## config.mk

```make
export PLATFORM = sky130hd
export DESIGN_NAME = keypad_four_function_calculator
export DESIGN_NICKNAME = d
export VERILOG_FILES = /design/src/kpc_pkg.sv /design/src/kpc_front.sv /design/src/kpc_queue.sv /design/src/kpc_back.sv /design/src/keypad_four_function_calculator.sv
export SDC_FILE = /design/constraint.sdc
export NUM_CORES = 1
export LEC_CHECK = 0
export ABC_AREA = 1
export BUFFER_PORTS_ARGS = -buffer_cell sky130_fd_sc_hd__buf_2
export CAP_MARGIN = 25
export CORE_ASPECT_RATIO = 2
export CORE_UTILIZATION = 38
export CTS_BUF_LIST = sky130_fd_sc_hd__clkbuf_2
export DETAILED_ROUTE_END_ITERATION = 8
export PLACE_DENSITY = 0.54
export SYNTH_ARGS = -nofsm -noshare
export SYNTH_HDL_FRONTEND = slang
export SYNTH_SLANG_ARGS = --single-unit
```

## constraint.sdc

```tcl
create_clock -name clk -period 4.1 [get_ports clk]
set_input_delay 0.82 -clock clk [delete_from_list [all_inputs] [get_ports clk]]
set_output_delay 0.82 -clock clk [all_outputs]
set_load 0.05 [all_outputs]
```

## src/kpc_pkg.sv

```systemverilog
// Package of the keypad calculator: widths, operator codes, key classes,
// the queue item type and the scan code decoder. No dependencies.
package kpc_pkg;

  localparam int VALUE_W = 16;
  localparam int CNT_W   = $clog2(VALUE_W);
  localparam int KEY_W   = 5;
  localparam int OP_W    = 3;
  localparam int ARG_W   = 4;
  localparam int Q_DEPTH = 4;
  localparam int Q_AW    = $clog2(Q_DEPTH);

  localparam logic [OP_W-1:0] OP_NONE = 3'd0;
  localparam logic [OP_W-1:0] OP_ADD  = 3'd1;
  localparam logic [OP_W-1:0] OP_SUB  = 3'd2;
  localparam logic [OP_W-1:0] OP_MUL  = 3'd3;
  localparam logic [OP_W-1:0] OP_DIV  = 3'd4;

  typedef enum logic [2:0] {
    KIND_NONE   = 3'd0,
    KIND_DIGIT  = 3'd1,
    KIND_OPER   = 3'd2,
    KIND_CLEAR  = 3'd3,
    KIND_EQUALS = 3'd4
  } key_kind_t;

  // One classified key: a digit value or an operator code travels in arg.
  typedef struct packed {
    key_kind_t        kind;
    logic [ARG_W-1:0] arg;
  } kpc_item_t;

  typedef struct packed {
    logic full;
    logic empty;
  } kpc_qstat_t;

  // Row-major 4x4 keypad: digits in the left three columns, operators in the
  // right column, and clear, zero and equals on the bottom row.
  function automatic kpc_item_t kpc_decode(input logic [KEY_W-1:0] code);
    kpc_item_t item;
    item.kind = KIND_NONE;
    item.arg  = '0;
    case (code)
      5'd1, 5'd2, 5'd3: begin
        item.kind = KIND_DIGIT;
        item.arg  = ARG_W'(code);
      end
      5'd5, 5'd6, 5'd7: begin
        item.kind = KIND_DIGIT;
        item.arg  = ARG_W'(code - 5'd1);
      end
      5'd9, 5'd10, 5'd11: begin
        item.kind = KIND_DIGIT;
        item.arg  = ARG_W'(code - 5'd2);
      end
      5'd14: begin
        item.kind = KIND_DIGIT;
        item.arg  = '0;
      end
      5'd4: begin
        item.kind = KIND_OPER;
        item.arg  = ARG_W'(OP_ADD);
      end
      5'd8: begin
        item.kind = KIND_OPER;
        item.arg  = ARG_W'(OP_SUB);
      end
      5'd12: begin
        item.kind = KIND_OPER;
        item.arg  = ARG_W'(OP_MUL);
      end
      5'd16: begin
        item.kind = KIND_OPER;
        item.arg  = ARG_W'(OP_DIV);
      end
      5'd13: item.kind = KIND_CLEAR;
      5'd15: item.kind = KIND_EQUALS;
      default: item.kind = KIND_NONE;
    endcase
    return item;
  endfunction

endpackage

```

## src/kpc_front.sv

```systemverilog
// Front end of the keypad calculator: takes scan codes, classifies them and
// hands them to the queue. Depends on kpc_pkg.
module kpc_front (
  input  logic                      clk,
  input  logic                      rst,
  input  logic                      in_valid,
  output logic                      in_stall,
  input  logic [kpc_pkg::KEY_W-1:0] key_code,
  input  kpc_pkg::kpc_qstat_t       q_stat,
  output logic                      push,
  output kpc_pkg::kpc_item_t        push_item
);
  import kpc_pkg::*;

  logic      slot_valid;
  kpc_item_t slot_item;
  logic      slot_load;

  assign push      = slot_valid & ~q_stat.full;
  assign in_stall  = slot_valid & q_stat.full;
  assign slot_load = in_valid & ~in_stall;
  assign push_item = slot_item;

  always_ff @(posedge clk) begin
    if (rst) begin
      slot_valid <= 1'b0;
    end else if (slot_load) begin
      slot_valid <= 1'b1;
    end else if (push) begin
      slot_valid <= 1'b0;
    end
  end

  always_ff @(posedge clk) begin
    if (slot_load) begin
      slot_item <= kpc_decode(key_code);
    end
  end

endmodule

```

## src/kpc_queue.sv

```systemverilog
// Short first-in first-out queue of classified keys between the front and
// back ends of the keypad calculator. Depends on kpc_pkg.
module kpc_queue (
  input  logic                clk,
  input  logic                rst,
  input  logic                push,
  input  kpc_pkg::kpc_item_t  push_item,
  input  logic                pop,
  output kpc_pkg::kpc_item_t  pop_item,
  output kpc_pkg::kpc_qstat_t q_stat
);
  import kpc_pkg::*;

  kpc_item_t       slots [Q_DEPTH];
  logic [Q_AW-1:0] wr_ptr;
  logic [Q_AW-1:0] rd_ptr;
  logic [Q_AW:0]   count;
  logic            do_push;
  logic            do_pop;

  assign q_stat.full  = (count == (Q_AW+1)'(Q_DEPTH));
  assign q_stat.empty = (count == '0);
  assign do_push      = push & ~q_stat.full;
  assign do_pop       = pop & ~q_stat.empty;
  assign pop_item     = slots[rd_ptr];

  always_ff @(posedge clk) begin
    if (do_push) begin
      slots[wr_ptr] <= push_item;
    end
  end

  always_ff @(posedge clk) begin
    if (rst) begin
      wr_ptr <= '0;
      rd_ptr <= '0;
      count  <= '0;
    end else begin
      if (do_push) begin
        wr_ptr <= wr_ptr + 1'b1;
      end
      if (do_pop) begin
        rd_ptr <= rd_ptr + 1'b1;
      end
      case ({do_push, do_pop})
        2'b10:   count <= count + 1'b1;
        2'b01:   count <= count - 1'b1;
        default: count <= count;
      endcase
    end
  end

endmodule

```

## src/kpc_back.sv

```systemverilog
// Back end of the keypad calculator: holds entry, accumulator and operator,
// runs the shift-add multiply and shift-subtract divide, and drives the
// output register. Depends on kpc_pkg.
module kpc_back (
  input  logic                              clk,
  input  logic                              rst,
  input  kpc_pkg::kpc_qstat_t               q_stat,
  output logic                              pop,
  input  kpc_pkg::kpc_item_t                pop_item,
  output logic                              out_valid,
  input  logic                              out_stall,
  output logic signed [kpc_pkg::VALUE_W-1:0] shown_value,
  output logic [kpc_pkg::OP_W-1:0]          pending_operator,
  output logic                              divide_by_zero
);
  import kpc_pkg::*;

  typedef enum logic [3:0] {
    S_IDLE = 4'b0001,
    S_MUL  = 4'b0010,
    S_DIV  = 4'b0100,
    S_DONE = 4'b1000
  } back_state_t;

  back_state_t        state, state_next;
  logic [VALUE_W-1:0] entry, entry_next;
  logic [VALUE_W-1:0] acc, acc_next;
  logic [OP_W-1:0]    op, op_next;
  logic [VALUE_W-1:0] wa, wa_next;
  logic [VALUE_W-1:0] wb, wb_next;
  logic [VALUE_W-1:0] wr, wr_next;
  logic [CNT_W-1:0]   cnt, cnt_next;
  logic               neg, neg_next;
  logic               is_div, is_div_next;
  logic               divide_by_zero_next;
  logic               emit;
  logic               out_free;

  logic [VALUE_W-1:0] digit_val;
  logic [VALUE_W-1:0] add_val;
  logic [VALUE_W-1:0] sub_val;
  logic [VALUE_W-1:0] a_mag;
  logic [VALUE_W-1:0] b_mag;
  logic [VALUE_W-1:0] mul_sum;
  logic [VALUE_W:0]   rem_sh;
  logic [VALUE_W:0]   rem_diff;
  logic [VALUE_W-1:0] quo_res;
  logic [VALUE_W-1:0] result;

  assign out_free = ~out_valid | ~out_stall;
  assign pop      = (state == S_IDLE) & ~q_stat.empty & out_free;

  // entry * 10 + digit as two shifted copies and the digit
  assign digit_val = {entry[VALUE_W-4:0], 3'b000} + {entry[VALUE_W-2:0], 1'b0}
                     + VALUE_W'(pop_item.arg);
  assign add_val   = acc + entry;
  assign sub_val   = acc - entry;
  assign a_mag     = acc[VALUE_W-1] ? (~acc + 1'b1) : acc;
  assign b_mag     = entry[VALUE_W-1] ? (~entry + 1'b1) : entry;

  // One multiply step: add the shifted multiplicand when the low bit is set.
  assign mul_sum   = wb[0] ? (wr + wa) : wr;

  // One restoring divide step: bring in the next dividend bit and try the
  // divisor against the partial remainder.
  assign rem_sh    = {wr, wa[VALUE_W-1]};
  assign rem_diff  = rem_sh - {1'b0, wb};

  assign quo_res   = neg ? (~wa + 1'b1) : wa;
  assign result    = is_div ? quo_res : wr;

  always_comb begin
    state_next          = state;
    entry_next          = entry;
    acc_next            = acc;
    op_next             = op;
    wa_next             = wa;
    wb_next             = wb;
    wr_next             = wr;
    cnt_next            = cnt;
    neg_next            = neg;
    is_div_next         = is_div;
    divide_by_zero_next = 1'b0;
    emit                = 1'b0;
    case (state)
      S_IDLE: begin
        if (pop) begin
          case (pop_item.kind)
            KIND_DIGIT: begin
              entry_next = digit_val;
              emit       = 1'b1;
            end
            KIND_OPER: begin
              op_next    = pop_item.arg[OP_W-1:0];
              acc_next   = entry;
              entry_next = '0;
              emit       = 1'b1;
            end
            KIND_CLEAR: begin
              op_next    = OP_NONE;
              acc_next   = '0;
              entry_next = '0;
              emit       = 1'b1;
            end
            KIND_EQUALS: begin
              case (op)
                OP_ADD: begin
                  acc_next   = add_val;
                  entry_next = add_val;
                  emit       = 1'b1;
                end
                OP_SUB: begin
                  acc_next   = sub_val;
                  entry_next = sub_val;
                  emit       = 1'b1;
                end
                OP_MUL: begin
                  wa_next     = acc;
                  wb_next     = entry;
                  wr_next     = '0;
                  cnt_next    = CNT_W'(VALUE_W - 1);
                  is_div_next = 1'b0;
                  state_next  = S_MUL;
                end
                OP_DIV: begin
                  if (entry == '0) begin
                    divide_by_zero_next = 1'b1;
                    entry_next          = acc;
                    emit                = 1'b1;
                  end else begin
                    wa_next     = a_mag;
                    wb_next     = b_mag;
                    wr_next     = '0;
                    cnt_next    = CNT_W'(VALUE_W - 1);
                    neg_next    = acc[VALUE_W-1] ^ entry[VALUE_W-1];
                    is_div_next = 1'b1;
                    state_next  = S_DIV;
                  end
                end
                default: begin
                  entry_next = acc;
                  emit       = 1'b1;
                end
              endcase
            end
            default: begin
              emit = 1'b1;
            end
          endcase
        end
      end
      S_MUL: begin
        wr_next  = mul_sum;
        wa_next  = {wa[VALUE_W-2:0], 1'b0};
        wb_next  = {1'b0, wb[VALUE_W-1:1]};
        cnt_next = cnt - 1'b1;
        if (cnt == '0) begin
          state_next = S_DONE;
        end
      end
      S_DIV: begin
        wr_next  = rem_diff[VALUE_W] ? rem_sh[VALUE_W-1:0] : rem_diff[VALUE_W-1:0];
        wa_next  = {wa[VALUE_W-2:0], ~rem_diff[VALUE_W]};
        cnt_next = cnt - 1'b1;
        if (cnt == '0) begin
          state_next = S_DONE;
        end
      end
      S_DONE: begin
        if (out_free) begin
          acc_next   = result;
          entry_next = result;
          emit       = 1'b1;
          state_next = S_IDLE;
        end
      end
      default: begin
        state_next = S_IDLE;
      end
    endcase
  end

  always_ff @(posedge clk) begin
    if (rst) begin
      state     <= S_IDLE;
      entry     <= '0;
      acc       <= '0;
      op        <= OP_NONE;
      out_valid <= 1'b0;
    end else begin
      state <= state_next;
      entry <= entry_next;
      acc   <= acc_next;
      op    <= op_next;
      if (emit) begin
        out_valid <= 1'b1;
      end else if (!out_stall) begin
        out_valid <= 1'b0;
      end
    end
  end

  always_ff @(posedge clk) begin
    wa     <= wa_next;
    wb     <= wb_next;
    wr     <= wr_next;
    cnt    <= cnt_next;
    neg    <= neg_next;
    is_div <= is_div_next;
    if (emit) begin
      shown_value      <= $signed(entry_next);
      pending_operator <= op_next;
      divide_by_zero   <= divide_by_zero_next;
    end
  end

endmodule

```

## src/keypad_four_function_calculator.sv

```systemverilog
// Keypad calculator top level. A key that needs no multiply or divide goes through the
// front-end register and the queue and is registered at the output; multiply or divide
// on equals also runs the 16-step shared shift-add/subtract unit. Throughput: one key
// per cycle for other keys, none while a multiply or divide runs or the output stalls.
// Reset (rst, synchronous, active high) zeroes entry, accumulator and operator and
// empties the queue and output register. Depends on kpc_pkg and the kpc_* modules.
module keypad_four_function_calculator (
  input  logic                              clk,
  input  logic                              rst,
  input  logic                              in_valid,
  output logic                              in_stall,
  input  logic [kpc_pkg::KEY_W-1:0]         key_code,
  output logic                              out_valid,
  input  logic                              out_stall,
  output logic signed [kpc_pkg::VALUE_W-1:0] shown_value,
  output logic [kpc_pkg::OP_W-1:0]          pending_operator,
  output logic                              divide_by_zero
);
  import kpc_pkg::*;

  // The front end registers each accepted transaction once it has been
  // classified into digit, operator, clear, equals or an unused code. It
  // stalls the input only while its register is full and the queue cannot
  // take another key.
  kpc_qstat_t q_stat;
  logic       push;
  kpc_item_t  push_item;
  logic       pop;
  kpc_item_t  pop_item;

  kpc_front u_front (
    .clk       (clk),
    .rst       (rst),
    .in_valid  (in_valid),
    .in_stall  (in_stall),
    .key_code  (key_code),
    .q_stat    (q_stat),
    .push      (push),
    .push_item (push_item)
  );

  // A four-deep queue lets keys keep arriving while the back end is busy
  // with a multiply or divide, or while the output is stalled.
  kpc_queue u_queue (
    .clk       (clk),
    .rst       (rst),
    .push      (push),
    .push_item (push_item),
    .pop       (pop),
    .pop_item  (pop_item),
    .q_stat    (q_stat)
  );

  // The back end executes one key at a time. Digits, operators, clear, add
  // and subtract finish in the cycle the key is taken; multiply and divide
  // iterate one bit per cycle. Each key produces exactly one output
  // transaction, held in a register; the next key is taken only when that register is
  // empty or its result is being taken downstream in the same cycle.
  kpc_back u_back (
    .clk              (clk),
    .rst              (rst),
    .q_stat           (q_stat),
    .pop              (pop),
    .pop_item         (pop_item),
    .out_valid        (out_valid),
    .out_stall        (out_stall),
    .shown_value      (shown_value),
    .pending_operator (pending_operator),
    .divide_by_zero   (divide_by_zero)
  );

endmodule

```

==> impl_results.md, run 1 <==
- Share of power burned in registers: a little under a quarter
- Postcts setup bufs: 0
- Mapped Area: roughly 0.014 sq mm
- Core region area: approximately 0.036 sq mm
- Crit path DAT: around 4.1 ns
- Simple-gate share of the synthesized area: between 20 and 30%
- First-pass GRT wire length: 85.0 mm
- Initial antenna violation count: 2
- Die Wd: 136 um
- Area growth syn-to-layout: 8.04%
- Most common cell after layout, fill and taps aside: nand2_1
- Slew Viols, Final: 0
- Setup CP Type: register to register
- # fillers: between 3000 and 4000
- Clock Latency Late Sink: 0.88 ns
- Dpl hpwl: 46.3 mm
- Clock group share of total power: under 10%
- Final Worst Setup Slack: between 0.5 and 0.6 ns
- Worst hold stages: 3
- CP Launch Type: register
- Clock buffer depth: 2
- RD Place Congestion: around 1.0
- Clock Pin Slew Worst Setup and Hold Paths: between 0.2 and 0.25 ns
- Max FO, Critical Path: 15
- # port buffers: 30
- Worst R2R Path Depth: 17
- Placed cells: ~2500
- Final Power: about 11 mW
- # resized after CTS: 0
- Clk_skew: between 0.04 and 0.05 ns
- FF-to-FF setup slack: 0.59 ns
- Largest net degree at the start of global routing: 32
- DRC viols: 0
- Layout Cells excl Fill: around 2500
- Final Hold Fails: 0
- Die area: ~0.037 sq mm
- Synth Area in Adders: between 10% and 20%
- Root Driver: clkbuf_2
- Internal power: approximately 4.7 mW
- Critical path endpoint category: register
- DRT antenna net count: 0
- Worst rel slew slack: 30.3%
- Power density over the cells: 745 mW/mm^2
- Initial DRC Count: 1103
- DP Worst Slack: around 0.67 ns
- Yosys cell types: 50
- Die H: ~270 um
- Synth Area in XOR/XNOR: between 3 and 4%
- I/O pins: 31
- Max cap viols: 0
- Largest family of logic cells by synthesized area: simple AND/OR/NAND/NOR gates
- Layout net count: roughly 2200
- Syn Nets: approximately 2100
- Via density per instance: about 5.6
- H-tree levels: 4
- Mux cell area share after synthesis: 0%
- Outcome: completed
- Total track usage: between 30% and 40%
- Worst Max-Slew Pin Slew: 1.04 ns
- HP Start: in_valid
- Setup TNS: 0 ns
- Vias: 14000
- Synth Area in Compound Gates: between 10% and 20%
- Number of core rows: 98
- Gr ovfl total: 0
- Seq/Total Area, Yosys: between 30% and 40%
- Initial Utilization: 38.5%
- Setup violations, final: 0
- Sw Pwr: 6.33 mW
- DR pass1 iterations: 6
- Share of cells above drive strength 1: under 10%
- Vias in the first global route: between 10000 and 15000
- RSZ-0062 raised after global routing: no
- Commonest cells after routing, fill and taps aside: 509 x nand2_1, 228 x inv_1, 190 x nor2_1
- Lkg Pwr: about 6.8 nW
- CTS tree: yes
- Wirelength per Cell: 23.1 um
- Post-Synthesis Cells: between 2000 and 2500
- Crit share post-route: between 80% and 90%
- Worst r2r dst: u_back.shown_value[15]
- Num CTS Buffers: 17
- Cts hold-fix bufs: 0
- Sw Ratio: a little under three fifths
- Max IR drop VDD: 0.466 mV
- Crit path required time: around 4.7 ns
- Synth Warn #: 0
- Syn_area_per_cell: about 6.9 sq um
- Fmax: 285 MHz
- Worst Hold Endpoint: u_front.slot_valid
- Clock net sink count: 159
- Worst Hold Class: input port to register
- Drt total wl: ~58 mm
- Flops & latches, synth: around 160
- Post-route minimum period: roughly 3.5 ns
- Comb power frac: between 60% and 70%
- WHS: between 0.2 and 0.3 ns
## sequential cells by signal, summed over array words and instances (netlist names), 2 cells and up, named ones only
register / flops
u_back.state: 4
u_queue.count: 3
u_front.push_item: 7
u_back.pending_operator: 3
u_back.wr: 16
u_back.shown_value: 16
u_back.op: 3
u_back.wa: 16
u_back.wb: 16
u_back.acc: 16
u_queue.wr_ptr: 2
u_queue.rd_ptr: 2
u_back.cnt: 4
u_queue.slots: 28
u_back.entry: 16
## layout make-up
| type | instances | area (sq um) | share of cell area, % |
|---|---|---|---|
| clock inverters | 12 | 181 | 1.22 |
| repair buffers | 80 | 538 | 3.62 |
| multi-input cells | 1527 | 8220 | 55.4 |
| diodes | 3 | 7.51 | 0.0506 |
| clock buffers | 20 | 100 | 0.674 |
| well taps | 450 | 563 | 3.79 |
| inverters | 256 | 961 | 6.47 |
| flip-flops and latches | 159 | 4270 | 28.8 |
## critical path: stages, from the launching register on
cell and delay (ns):
dfxtp_1 0.51, inv_2 0.25, nand2_1 0.08, a32o_1 0.25, fa_1 0.53, inv_1 0.07, ha_1 0.30, nand3_1 0.08
nand2_1 0.17, nand3_1 0.09, nand2_1 0.15, nand3_1 0.12, a21oi_1 0.15, nor2_1 0.07, nor2_1 0.16, nand2_1 0.08
nand2_1 0.07, nand3_1 0.12
## metal layers
metal / vias to the layer above / routed length [um] / GRT usage, %
met5: - / 0 / 0
met2: 530 / 30100 / 58.0
met4: 0 / 6610 / 31.7
met3: 228 / 2600 / 5.10
li1: 6764 / - / -
met1: 6520 / 18600 / 28.9
## synth_stat cells, drive strengths merged
master / instances / area, sq um
nand2: 514 / 1940
fa: 7 / 140
a221oi: 1 / 8.76
nand3: 170 / 878
xnor2: 8 / 70.1
and2: 3 / 18.8
o22ai: 13 / 81.3
nand3b: 4 / 30.0
a21oi: 177 / 890
a211oi: 7 / 62.6
o21ai: 154 / 782
xor2: 48 / 420
o211ai: 18 / 135
a22oi: 1 / 7.51
o31ai: 3 / 22.5
a21boi: 1 / 7.51
nor2: 201 / 807
ha: 103 / 1290
o21a: 4 / 30.0
a32o: 1 / 10.0
a21o: 4 / 30.0
nor4: 5 / 31.3
o21bai: 9 / 67.6
or2: 4 / 25.0
edfxtp: 109 / 3270
clkinv: 8 / 30.0
inv: 248 / 931
nor3: 37 / 226
nand4: 14 / 87.6
clkbuf: 35 / 131
o221ai: 5 / 43.8
dfxtp: 50 / 1000
buf: 24 / 160
a31oi: 11 / 68.8
## cells by family (layout without fill, tap and decap cells)
group           after synthesis  count (layout)
xor+xnor                     56              56
compound gates              409             409
fa+ha+maj                   110             110
other cells                   0               3
flops                       159             159
buf+inv                     315             368
simple gates                952             952
## worst max path at each step
| stage | startpoint | slack, ns | to | cells after the start |
|---|---|---|---|---|
| final | register | 0.59 | u_back.shown_value[15] | 17 |
| after global routing | register | 0.38 | u_back.shown_value[14] | 16 |
| after floorplan | out_stall | 0.64 | u_back.wr[0] | 6 |
| after global placement | register | 0.74 | u_back.shown_value[15] | 16 |
| after CTS | register | 0.61 | u_back.shown_value[15] | 17 |
| after detailed placement | register | 0.67 | u_back.shown_value[15] | 17 |
## power by group through the flow
stage / Sequential (mW) / Clock (mW) / Combinational [mW]
2_1_floorplan: 2.82 / 0 / 4.59
3_3_place_gp: 2.59 / 0 / 7.25
3_5_place_dp: 2.59 / 0 / 7.26
4_1_cts: 2.55 / 1.07 / 7.29
5_1_grt: 2.58 / 1.13 / 8.12
6_report: 2.56 / 1.06 / 7.44
## through the flow
| step | instance area, sq um | util (%) |
|---|---|---|
| after floorplan | 13700 | - |
| after global placement | 14600 | 40.8 |
| after detailed placement | 14600 | 40.8 |
| after CTS | 14800 | 41.6 |
| after global routing | 14800 | 41.6 |
| final | 14800 | 41.6 |
Note: power is estimated with default switching activity, not from simulation.
==> run 2, diff against run 1 <==
- MAX_ROUTING_LAYER: default -> met4
- SYNTH_HIERARCHICAL: default -> 1
==> run 2 against run 1 <==
  * Sequential share of layout area increased by 0.23 points
  * Via count decreased by 2.5%
  * Worst hold slack got worse by 0.10 ns
  * Maximum frequency decreased by 4.6%
  * Synthesized area decreased by 0.66%
  * Cell count decreased by 1.4%
  * Highest routed layer unchanged
  * First-iteration DRC count decreased by 33%
  * Critical path depth decreased by 3
==> impl_results.md, run 2 <==
- Outcome: completed
- Mapped Area: between 0.01 and 0.015 sq mm
- R2r startpoint: u_back/entry[1]
- Dpl hpwl: 46.3 mm
- Wirelength per Cell: ~23 um
- Number of core rows: 97
- Max IR drop VDD: between 0.3 and 0.4 mV
- Crit share post-route: about nine tenths
- Yosys top cell by area: edfxtp_1
- H-tree levels: 4
- Initial antenna violation count: 1
- Fmax: between 200 and 300 MHz
- Slew Viols, Final: 0
- I/O pins: 31
- Flops & latches, synth: 159
- Share of cells above drive strength 1: approximately 8.6%
- Worst Hold Endpoint: u_front/slot_valid
- Clock buffer depth: 2
- Die Wd: approximately 140 um
- Max cap viols: 0
- Final Hold Fails: 0
- DRT antenna net count: 0
- Vias in the first global route: 13600
- Crit path DAT: 4.35 ns
- Clock net sink count: 159
- # port buffers: 30
- CTS tree: yes
- Setup CP Type: register to register
- DR pass1 iterations: 5
- Most frequent cell after synthesis: nand2_1
- # fillers: ~3800
- Crit path required time: roughly 4.8 ns
- Post-Synthesis Cells: slightly below 2000
- Syn Nets: roughly 2100
- First-pass GRT wire length: around 84 mm
- Worst Hold Class: input port to register
- Postcts setup bufs: 0
- Syn_area_per_cell: around 6.9 sq um
- Crit-path most repeated cell: nand2_1
- Seq/Total Area, Yosys: 31.3%
- Post-synth EDFFs: around 110
- Critical-path top delay cell: nor2_1
- Via density per instance: ~5.5
- Lkg Pwr: between 6 and 7 nW
- Vias: ~14000
- # resized after CTS: 0
- Largest Register: u_queue/slots
- Die H: 270 um
- Cell Chain, Critical Path: inv_1 > ha_1 > nand3_1 > nor2_1 > nand2_1 > o211ai_1 > nand3_1 > o21ai_0 > buf_4 > nand2_1 > nand2_1 > nand2_1 > nand2_1 > inv_1
- Power density over the cells: 763 mW/mm^2
- Worst r2r dst: u_back/shown_value[7]
- Clock Pin Slew Worst Setup and Hold Paths: roughly 0.27 ns
- Area growth syn-to-layout: 7.91%
- Yosys cell types: 52
- Root Driver: clkbuf_2
- Synth Warn #: 6
- Main synth FF type: edfxtp_1
- Worst hold stages: 3
- Synth cell count leaders: 489 x nand2_1, 265 x inv_1, 167 x a21oi_1
- Die area: around 0.037 sq mm
- Num CTS Buffers: 17
- Clk_skew: 0.0560 ns
- RSZ-0062 raised after global routing: no
- Drt total wl: ~57 mm
- Share of the synthesized area in the top cell type: between 20% and 30%
- Setup TNS: 0 ns
- FF-to-FF setup slack: a little over 0.4 ns
- Post-route minimum period: between 3 and 4 ns
- Synth top area cells: edfxtp_1 24%, nand2_1 13%, ha_1 9.4%
- Most common cell after layout, fill and taps aside: nand2_1
- Commonest cells after routing, fill and taps aside: 489 x nand2_1, 265 x inv_1, 167 x a21oi_1
- Layout net count: about 2100
- Max reg flops: 28
- Async set or reset register ratio after synthesis: 0%
- Final Power: between 10 and 15 mW
- Cts hold-fix bufs: 0
- Worst rel slew slack: between 20% and 30%
- Clock Latency Late Sink: 0.88 ns
- Worst Max-Slew Pin Slew: ~1.1 ns
- Max FO, Critical Path: 9
- HP Start: in_valid
- Critical path endpoint category: register
- Total track usage: about a third
- RD Place Congestion: around 1.1
- Worst R2R Path Depth: 14
- CP Launch Type: register
- Initial Utilization: just under 40%
- Gr ovfl total: 0
- Initial DRC Count: 741
- Setup violations, final: 0
- Largest net degree at the start of global routing: 30
- Core region area: about 0.035 sq mm
- Slowest stage delay, CP: between 0.6 and 0.7 ns
- DRC viols: 0
[run 2: through the flow]
| stage | util, % | instances | cell area (sq um) | hold WS, ns | setup WS [ns] |
|---|---|---|---|---|---|
| 2_1_floorplan | - | 1969 | 13600 | 0.448 | 0.800 |
| 3_3_place_gp | 41.1 | 2440 | 14500 | 0.467 | 0.648 |
| 3_5_place_dp | 41.1 | 2440 | 14500 | 0.473 | 0.650 |
| 4_1_cts | 41.8 | 2472 | 14700 | 0.110 | 0.642 |
| 5_1_grt | 41.8 | 2473 | 14700 | 0.144 | 0.379 |
| 6_report | 41.8 | 2473 | 14700 | 0.185 | 0.415 |
[run 2: final cells by class]
cell class / instances / area, sq um / area share, %
antenna: 1 / 2.50 / 0.0170
clock buffer: 17 / 85.1 / 0.578
clock inverter: 15 / 168 / 1.14
inverter: 285 / 1070 / 7.28
multi-input combinational: 1470 / 8040 / 54.6
sequential: 159 / 4270 / 29.0
tap: 445 / 557 / 3.78
timing repair buffer: 81 / 533 / 3.62
[run 2: worst max path at each step]
| stage | startpoint | end | slack [ns] | cells after the start |
|---|---|---|---|---|
| global route | u_back/wa[15] | u_back/wr[2] | 0.38 | 15 |
| floorplan | out_stall | u_back/wr[0] | 0.80 | 6 |
| detailed placement | u_back/entry[2] | u_back/shown_value[7] | 0.65 | 15 |
| finish | u_back/entry[1] | u_back/shown_value[7] | 0.41 | 14 |
| CTS | u_back/entry[2] | u_back/shown_value[7] | 0.64 | 15 |
| global placement | u_back/entry[2] | u_back/shown_value[7] | 0.65 | 15 |
[run 2: cells by family (layout without fill, tap and decap cells)]
kind of cell / Yosys count / in the layout / share of synthesized area, %
and+or+nand+nor: 897 / 897 / 28.5
AOI/OAI and AO/OA: 408 / 408 / 16.3
buffers and inverters: 340 / 398 / 9.86
DFF: 159 / 159 / 31.3
adders and majority gates: 110 / 110 / 10.5
xor gates and xnor gates: 55 / 55 / 3.53
other: 0 / 1 / 0
[run 2: worst max-delay path, delay by kind of cell, from the launching register on]
family	cells	cell delay, ns
simple gates	8	1.52
flops	1	0.38
buf+inv	3	0.63
compound gates	2	0.67
fa+ha+maj	1	0.29
[run 2: power breakdown]
group          total, mW  internal (mW)  switching, mW
clock network      0.961          0.257          0.704
logic               7.33           2.12           5.22
registers           2.95           2.32          0.623
total               11.2           4.70           6.54
[run 2: layer usage]
metal / wire length [um] / vias to the layer above / global-route usage (%)
met3: 2770 / 245 / 6.08
met2: 29400 / 446 / 57.4
met5: 0 / - / -
met1: 17900 / 6363 / 27.2
li1: - / 6632 / -
met4: 7210 / 0 / 34.9
